File: config.mk
export PLATFORM = sky130hd
export DESIGN_NAME = mbc_ctrl
export DESIGN_NICKNAME = d
export VERILOG_FILES = /design/src/design/mbc_pkg.sv /design/src/design/mbc_ctrl.sv
export SDC_FILE = /design/constraint.sdc
export NUM_CORES = 1
export LEC_CHECK = 0
export BUFFER_PORTS_ARGS = -buffer_cell sky130_fd_sc_hd__buf_2
export CORE_ASPECT_RATIO = 1.25
export CORE_MARGIN = 2
export CORE_UTILIZATION = 65
export CTS_CLUSTER_DIAMETER = 30
export DETAILED_ROUTE_END_ITERATION = 10
export HOLD_SLACK_MARGIN = 0.02
export PLACE_DENSITY = 0.85
export REMOVE_ABC_BUFFERS = 1
export SYNTH_ARGS = -nofsm -noshare
export SYNTH_HDL_FRONTEND = slang
export SYNTH_SLANG_ARGS = --single-unit
File: constraint.sdc
create_clock -name clk -period 6.5 [get_ports clk]
set_input_delay 1.3 -clock clk [delete_from_list [all_inputs] [get_ports clk]]
set_output_delay 1.3 -clock clk [all_outputs]
set_load 0.05 [all_outputs]
File: src/design/mbc_pkg.sv
`timescale 1ns / 1ps
// Shared types and constants of the memoized binomial coefficient block.
// No dependencies; used by the interfaces, controller, datapath and top level.
package mbc_pkg;

	localparam int N_W    = 6;   // width of top_n and choose_k
	localparam int COEF_W = 31;  // width of a coefficient and of a store entry

	// datapath operation issued by the controller in a cycle
	typedef enum logic [1:0] {
		OP_IDLE,
		OP_FILL_COL,  // fill entry (r, j) while widening: left neighbor from store
		OP_FILL_ROW,  // fill entry (r, j) while adding rows: upper neighbor from store
		OP_READ       // read entry (r, j) for the answer
	} op_t;

	// source of the result coefficient
	typedef enum logic [1:0] {
		SEL_ZERO,  // range error
		SEL_ONE,   // folded k of zero
		SEL_RAM    // entry read from the store
	} sel_t;

	typedef struct packed {
		op_t  op;
		logic load;  // capture the result into the output register
		sel_t sel;
	} cmd_t;

endpackage

File: src/design/mbc_ctrl.sv
`timescale 1ns / 1ps
// Controller: request decode, fill sequencing over the triangle, result handshake.
// Depends on mbc_pkg; drives mbc_dpath through cmd, r and j.
module mbc_ctrl #(
	parameter int MAX_N = 32
) (
	input  logic                              clk,
	input  logic                              arst_n,
	input  logic                              in_valid,
	output logic                              in_ready,
	input  logic [mbc_pkg::N_W-1:0]           top_n,
	input  logic [mbc_pkg::N_W-1:0]           choose_k,
	output logic                              out_valid,
	input  logic                              out_ready,
	output mbc_pkg::cmd_t                     cmd,
	output logic [$clog2(MAX_N / 2 + 1)-1:0]  r,
	output logic [$clog2(MAX_N)-1:0]          j
);

	localparam int ROW_CAP = MAX_N / 2 + 1;
	localparam int COL_CAP = MAX_N;
	localparam int RW      = $clog2(ROW_CAP);
	localparam int CW      = $clog2(COL_CAP);
	localparam int NW      = mbc_pkg::N_W;

	localparam logic [2:0] ST_IDLE   = 3'd0;
	localparam logic [2:0] ST_PLAN   = 3'd1;
	localparam logic [2:0] ST_WIDEN  = 3'd2;
	localparam logic [2:0] ST_ROWS   = 3'd3;
	localparam logic [2:0] ST_READ   = 3'd4;
	localparam logic [2:0] ST_FINISH = 3'd5;

	logic [2:0]    state_q;
	logic [NW-1:0] n_q;
	logic [RW-1:0] kf_q;
	logic          err_q;
	logic          triv_q;
	logic [CW-1:0] fw_q;
	logic [RW-1:0] fr_q;
	logic [RW-1:0] r_q;
	logic [CW-1:0] j_q;
	logic          out_valid_q;

	logic          accept;
	logic          err_in;
	logic [NW-1:0] diff_in;
	logic [NW-1:0] kf_in;
	logic          slot_free;
	logic          load;

	assign in_ready  = (state_q == ST_IDLE);
	assign accept    = in_valid && in_ready;
	assign err_in    = (choose_k > top_n) || ((NW + 1)'(top_n) > (NW + 1)'(MAX_N));
	assign diff_in   = top_n - choose_k;
	assign kf_in     = (diff_in < choose_k) ? diff_in : choose_k;
	assign slot_free = !out_valid_q || out_ready;
	assign load      = (state_q == ST_FINISH) && slot_free;

	always_ff @(posedge clk) begin
		if (accept) begin
			n_q    <= top_n;
			kf_q   <= RW'(kf_in);
			err_q  <= err_in;
			triv_q <= (kf_in == '0);
		end
	end

	always_ff @(posedge clk or negedge arst_n) begin
		if (!arst_n) begin
			state_q     <= ST_IDLE;
			fw_q        <= '0;
			fr_q        <= RW'(1);
			r_q         <= '0;
			j_q         <= '0;
			out_valid_q <= 1'b0;
		end else begin
			if (load) begin
				out_valid_q <= 1'b1;
			end else if (out_ready) begin
				out_valid_q <= 1'b0;
			end

			case (state_q)
				ST_IDLE: begin
					if (accept) begin
						state_q <= ST_PLAN;
					end
				end
				ST_PLAN: begin
					if (err_q || triv_q) begin
						state_q <= ST_FINISH;
					end else if ((NW + 1)'(n_q) > (NW + 1)'(fw_q) + (NW + 1)'(1)) begin
						r_q     <= '0;
						j_q     <= fw_q;
						state_q <= ST_WIDEN;
					end else if (kf_q > fr_q) begin
						r_q     <= fr_q;
						j_q     <= '0;
						state_q <= ST_ROWS;
					end else begin
						r_q     <= RW'(kf_q - 1'b1);
						j_q     <= CW'(n_q - NW'(kf_q) - NW'(1));
						state_q <= ST_READ;
					end
				end
				ST_WIDEN: begin
					// column by column, every existing row
					if (r_q == RW'(fr_q - 1'b1)) begin
						r_q <= '0;
						if ((NW + 1)'(j_q) == (NW + 1)'(n_q) - (NW + 1)'(2)) begin
							fw_q    <= CW'(n_q - NW'(1));
							state_q <= ST_PLAN;
						end else begin
							j_q <= CW'(j_q + 1'b1);
						end
					end else begin
						r_q <= RW'(r_q + 1'b1);
					end
				end
				ST_ROWS: begin
					// row by row, across the filled width
					if (j_q == CW'(fw_q - 1'b1)) begin
						j_q <= '0;
						if (r_q == RW'(kf_q - 1'b1)) begin
							fr_q    <= kf_q;
							state_q <= ST_PLAN;
						end else begin
							r_q <= RW'(r_q + 1'b1);
						end
					end else begin
						j_q <= CW'(j_q + 1'b1);
					end
				end
				ST_READ: begin
					state_q <= ST_FINISH;
				end
				ST_FINISH: begin
					// hold until the output register is free
					if (slot_free) begin
						state_q <= ST_IDLE;
					end
				end
				default: begin
					state_q <= ST_IDLE;
				end
			endcase
		end
	end

	always_comb begin
		cmd.op   = mbc_pkg::OP_IDLE;
		cmd.load = load;
		if (err_q) begin
			cmd.sel = mbc_pkg::SEL_ZERO;
		end else if (triv_q) begin
			cmd.sel = mbc_pkg::SEL_ONE;
		end else begin
			cmd.sel = mbc_pkg::SEL_RAM;
		end
		case (state_q)
			ST_WIDEN: cmd.op = mbc_pkg::OP_FILL_COL;
			ST_ROWS:  cmd.op = mbc_pkg::OP_FILL_ROW;
			ST_READ:  cmd.op = mbc_pkg::OP_READ;
			default:  cmd.op = mbc_pkg::OP_IDLE;
		endcase
	end

	assign r         = r_q;
	assign j         = j_q;
	assign out_valid = out_valid_q;

endmodule
Word level (Yosys, flattened, before mapping):

Index checks and enable logic that the tools add are counted.

* register bits: 37
* input bits: 16
* output and inout bits: 17

* add/sub/neg operators: 11
* magnitude comparators: 5
* equality and inequality tests: 18
* mux-type cells: 30
* reductions and logical operators: 15

Operators by type and width (number)
* 5-bit two-way mux: 12
* 5-bit case mux with 3 select lines: 2
* 3-bit two-way mux: 9
* 5-bit by 1-bit subtractor with 5-bit output (second input constant): 5
* 3-bit case mux with 6 select lines: 1
* 2-bit inequality test (second input constant): 8
* 5-bit equality test: 3
* 6-bit greater-than comparator: 2
* 5-bit by 1-bit adder with 5-bit output (second input constant): 2
* 4-bit AND reduction: 2
* 5-bit by 7-bit equality test with 1-bit output: 1
* 6-bit by 2-bit subtractor with 7-bit output (second input constant): 1
* 5-bit by 1-bit adder with 6-bit output (second input constant): 1
* 3-bit by 2-bit equality test with 1-bit output (second input constant): 2
* 3-bit equality test (second input constant): 2
* 6-bit greater-than comparator (second input constant): 1
* 6-bit logical NOT: 1
* 6-bit < comparator: 1
* 6-bit two-way mux: 1
* 2-bit case mux with 3 select lines: 1
* 3-bit AND reduction: 2
* 6-bit AND reduction: 1
* 6-bit subtractor: 1
* 5-bit greater-than comparator: 1
* 11 further kinds: 16

Longest topological paths before layout:

* depth after elaboration: 6
* mapped depth: 13
* mapped depth without buffers: 13

Worst setup path before layout:

No wires, ideal clock.

* kind: input to register
* start point: in choose_k[1] in the netlist's numbering
* end point: reg kf_q[1] (data pin)
* setup time: 0.260 ns
* arrival: 3.601 ns
* required time: 6.240 ns
* slack: 2.639 ns
* stages on the path: 10
* path buffers: 0
* cell sequence: inv_1 > ha_1 > nor2b_1 > o21ai_0 > a21boi_0 > or4b_2 > nand3_1 > ha_1 > a21oi_2 > mux2_2

* cells in the longest elaborated chain, start to end: 3

RTL lines
* start: declaration: RTL line mbc_ctrl.sv:12 `input logic [mbc_pkg::N_W-1:0] choose_k,`
* 6-bit subtractor: RTL line mbc_ctrl.sv:54 `assign diff_in = top_n - choose_k;`
* 6-bit < comparator: RTL line mbc_ctrl.sv:55 `assign kf_in = (diff_in < choose_k) ? diff_in : choose_k;`
* 6-bit two-way mux *: RTL line mbc_ctrl.sv:55
* net kf_in[1]: RTL line mbc_ctrl.sv:47 `logic [NW-1:0] kf_in;`
* end signal: assignment: RTL line mbc_ctrl.sv:62 `kf_q <= RW'(kf_in);`
* end: declaration: RTL line mbc_ctrl.sv:35 `logic [RW-1:0] kf_q;`

The timed path passes the listed nets; every way through them passes the cells marked *.
A chain may end at the register's enable or synchronous reset.

Final worst setup path:

* start point: in choose_k[1] in the netlist's numbering
* end point: reg kf_q[4] (data pin)

The elaborated chain is that of the path after synthesis.

==> results.yml <==
status:
  status: "completed"
timing:
  max_freq_mhz: 248
  slew_headroom_pct: 18.6
  hold_viol: 0
  rsz0062_at_grt: "no"
  skew_ns: 0.0128
  finalSetupTns_ns: 0
  fin_crit_ns: 4.03
  slew_viol_final: 0
  worstMarginPinSlew_ns: 1.22
  period_share_pct: 61.9
  setup_slack_ns: 2.47
  finalSetupViolCount: 0
cells_and_area:
  syn_to_final_growth_pct: 7.49
  fillers: 405
  register_area_um2: 992
  final_nets: 449
  layout-drive-gt1-share_pct: 14.6
  antenna_cells: 0
  multi_input_area_mm2: 0.00218
clock_tree:
  clock_latency_ns: 0.31
  clockBufferDepth: 2
  path_clk_slew_ns: 0.08
  cts_tree: "yes"
  cts_made_buffers: 5
  holdBufCountCts: 0
  ctsResizeCount: 0
  h-tree-depth: 2
  root_buffer: "clkbuf_8"
  cts_setup_buffers: 0
  cts_sinks: 37
logic_synthesis:
  syn_inst: 371
  synth_edf_count: 13
  yosys.area_share.simple_pct: 17.1
  synth_area_mm2: 0.00336
  yosysMostFrequentCell: "ha_1"
  synth_seq_area_share_pct: 29.5
  avgSynthCellArea_um2: 9.06
  synthXorXnorAreaFrac_pct: 10.1
  synth-seq-cells: 37
  synth_compound_area_share_pct: 19.0
  synth_top_cell_by_area: "dfrtp_1"
  yosys.area_share.adder_pct: 14.6
  yosysWarnings: 0
  ys.flop_type: "dfrtp_1"
  synthArstFlopShare_pct: 64.9
  yosys.area.top_type_share_pct: 17.1
  ys_top_cells_by_area: "dfrtp_1 17%, ha_1 13%, edfxtp_1 12%"
  synth.area.mux_share_pct: 4.06
  netlist_top_cells_count: "36 x ha_1, 32 x inv_1, 25 x a21oi_1, 25 x nand2_1, 23 x dfrtp_1"
  synth_cell_types: 60
  synth_top_family_by_area: "compound AO/OA/AOI/OAI gates"
power_and_ir_drop:
  cell_internal_pwr_mw: 0.591
  switching_power_mw: 0.595
  irDropWorstVdd_uv: 270
  power_leakage_nw: 1.56
  swShare_pct: 50.2
  seq_power_share_pct: 34.0
  clock_power_share_pct: 14.1
  comb_power_share_pct: 51.9
  pwr_density_cell_mw_per_mm2: 329
route:
  drt-vias-per-instance: 6.13
  drc: 0
  vias: 2807
  wl_um: 7560
  wl_per_cell_um: 16.5
  first_pass_iters: 4
  drt_iter0_drc: 168
  postRouteAntennaNets: 0
place:
  port_buffers: 32
  hpwlAfterDp_um: 5770
  pre_cts_ws_ns: 2.27
  gp_congestion: 0.857
grt:
  grt_pass1_wl_um: 13000
  grt_max_degree: 25
  track_usage_pct: 29.2
  antenna_found_initial: 0
  grt_pass1_vias: 2870
  grt-ovfl-total: 0
flow_run:
  cap_violations: 0
die:
  start_util_pct: 66.6
  fp.dieH_um: 84.4
  dieWidth_um: 68.3
  num_rows: 29
  core_mm2: 0.00504
  die_area_mm2: 0.00576
  ios: 33
critical_path:
  worstPathCellList: "buf_2 > inv_1 > ha_1 > nor2b_1 > o21ai_0 > a21boi_0 > or4b_2 > nand3_1 > ha_1 > a21oi_2 > mux2_2"
  crit_path_start_kind: "input pin"
  crit_buf_inv: 2
  crit_slowest_cell: "or4b_2"
  cp_common_cell: "ha_1"
  critPathTopFamily: "simple AND/OR/NAND/NOR gates"
  cp-end-kind: "flip-flop"
  cp.arrival_ns: 4.08
  crit_type: "input pin to flip-flop"
  slowest_delay_ns: 0.66
  worstPathMaxFanout: 6
  crit_required_ns: 6.56
hold_path:
  hold_path.class: "flip-flop to flip-flop"
## metrics by stage
stage	std cells	hold slack, ns	total power, mW	util (%)	instance area [µm²]
finish	458	0.544	1.19	71.6	3610
global route	458	0.584	1.27	71.6	3610
CTS	458	0.562	1.19	71.6	3610
detailed placement	450	0.543	1.01	69.9	3530
global placement	450	0.523	0.990	69.9	3530
floorplan	356	0.501	0.869	-	3290
## metal layers
| metal | global-route usage [%] | part of all wire, % | up-vias |
|---|---|---|---|
| met5 | 0 | 0 | - |
| met4 | 14.4 | 3.6 | 0 |
| met3 | 5.23 | 4.7 | 22 |
| met2 | 50.4 | 52 | 82 |
| met1 | 33.6 | 39 | 1328 |
| li1 | - | - | 1375 |
## cells in the final DEF, fill, tap and decap left out, drive strengths merged, types with 3 or more instances in the layout
master  count
nand3       9
o21ai      17
o32ai       3
xnor2      18
o22ai       3
nor2b       8
nor3b       3
ha         36
nand2      25
mux2        5
a31oi       7
a22o        3
or2         4
nand2b      8
xor2       18
o221ai      5
o21a        6
and3        4
edfxtp     13
a21oi      26
mux2i       8
nor2       23
nor3       15
clkbuf      5
dfrtp      23
buf        32
inv        33
a21o        3
## layout make-up
cell class | instances | share of cell area [%]
clock inverters | 3 | 0.450
repair buffers | 32 | 4.44
inverters | 32 | 3.33
well taps | 62 | 2.15
clock buffers | 5 | 1.91
multi-input cells | 287 | 60.3
flip-flops and latches | 37 | 27.5
## kinds of logic after synthesis
| kind of cell | after synthesis |
|---|---|
| simple gates | 110 |
| compound gates | 89 |
| buf+inv | 47 |
| fa+ha+maj | 38 |
| xor+xnor | 37 |
| flops | 37 |
| mux | 13 |
## power by group through the flow
stage                     registers [mW]  logic [mW]  clock network (mW)
after floorplan                    0.473       0.396                   0
after global routing               0.417       0.673               0.179
after detailed placement           0.407       0.608                   0
after CTS                          0.401       0.616               0.169
after global placement             0.404       0.586                   0
final                              0.403       0.616               0.167
## flip-flops by register name, summed over array words and instances (netlist names)
register,cells
fr_q,5
err_q,1
n_q,6
r,5
kf_q,5
out_valid,1
triv_q,1
j,5
state_q,3
fw_q,5
## tightest hold or removal path, stage by stage (launching register included)
cell and delay (ns):
dfstp_2 0.40, inv_1 0.07, mux2i_1 0.07
## worst paths after layout
kind	startpoint	endpoint	slack, ns	cells after the start
worst max-delay path	choose_k[1]	kf_q[4]$_DFFE_PP_	2.47	11
worst min-delay path	fr_q[0]$_DFFE_PN1P_	fr_q[0]$_DFFE_PN1P_	0.54	2
worst max register to register	fw_q[0]$_DFFE_PN0P_	r[3]$_DFFE_PN0P_	3.61	11
worst min register to register	fr_q[0]$_DFFE_PN1P_	fr_q[0]$_DFFE_PN1P_	0.54	2
max in group asynchronous	arst_n	fw_q[3]$_DFFE_PN0P_	5.13	1
min in group asynchronous	arst_n	state_q[0]$_DFFE_PN0P_	0.98	1
No activity file was read; power rests on OpenSTA's default activity.
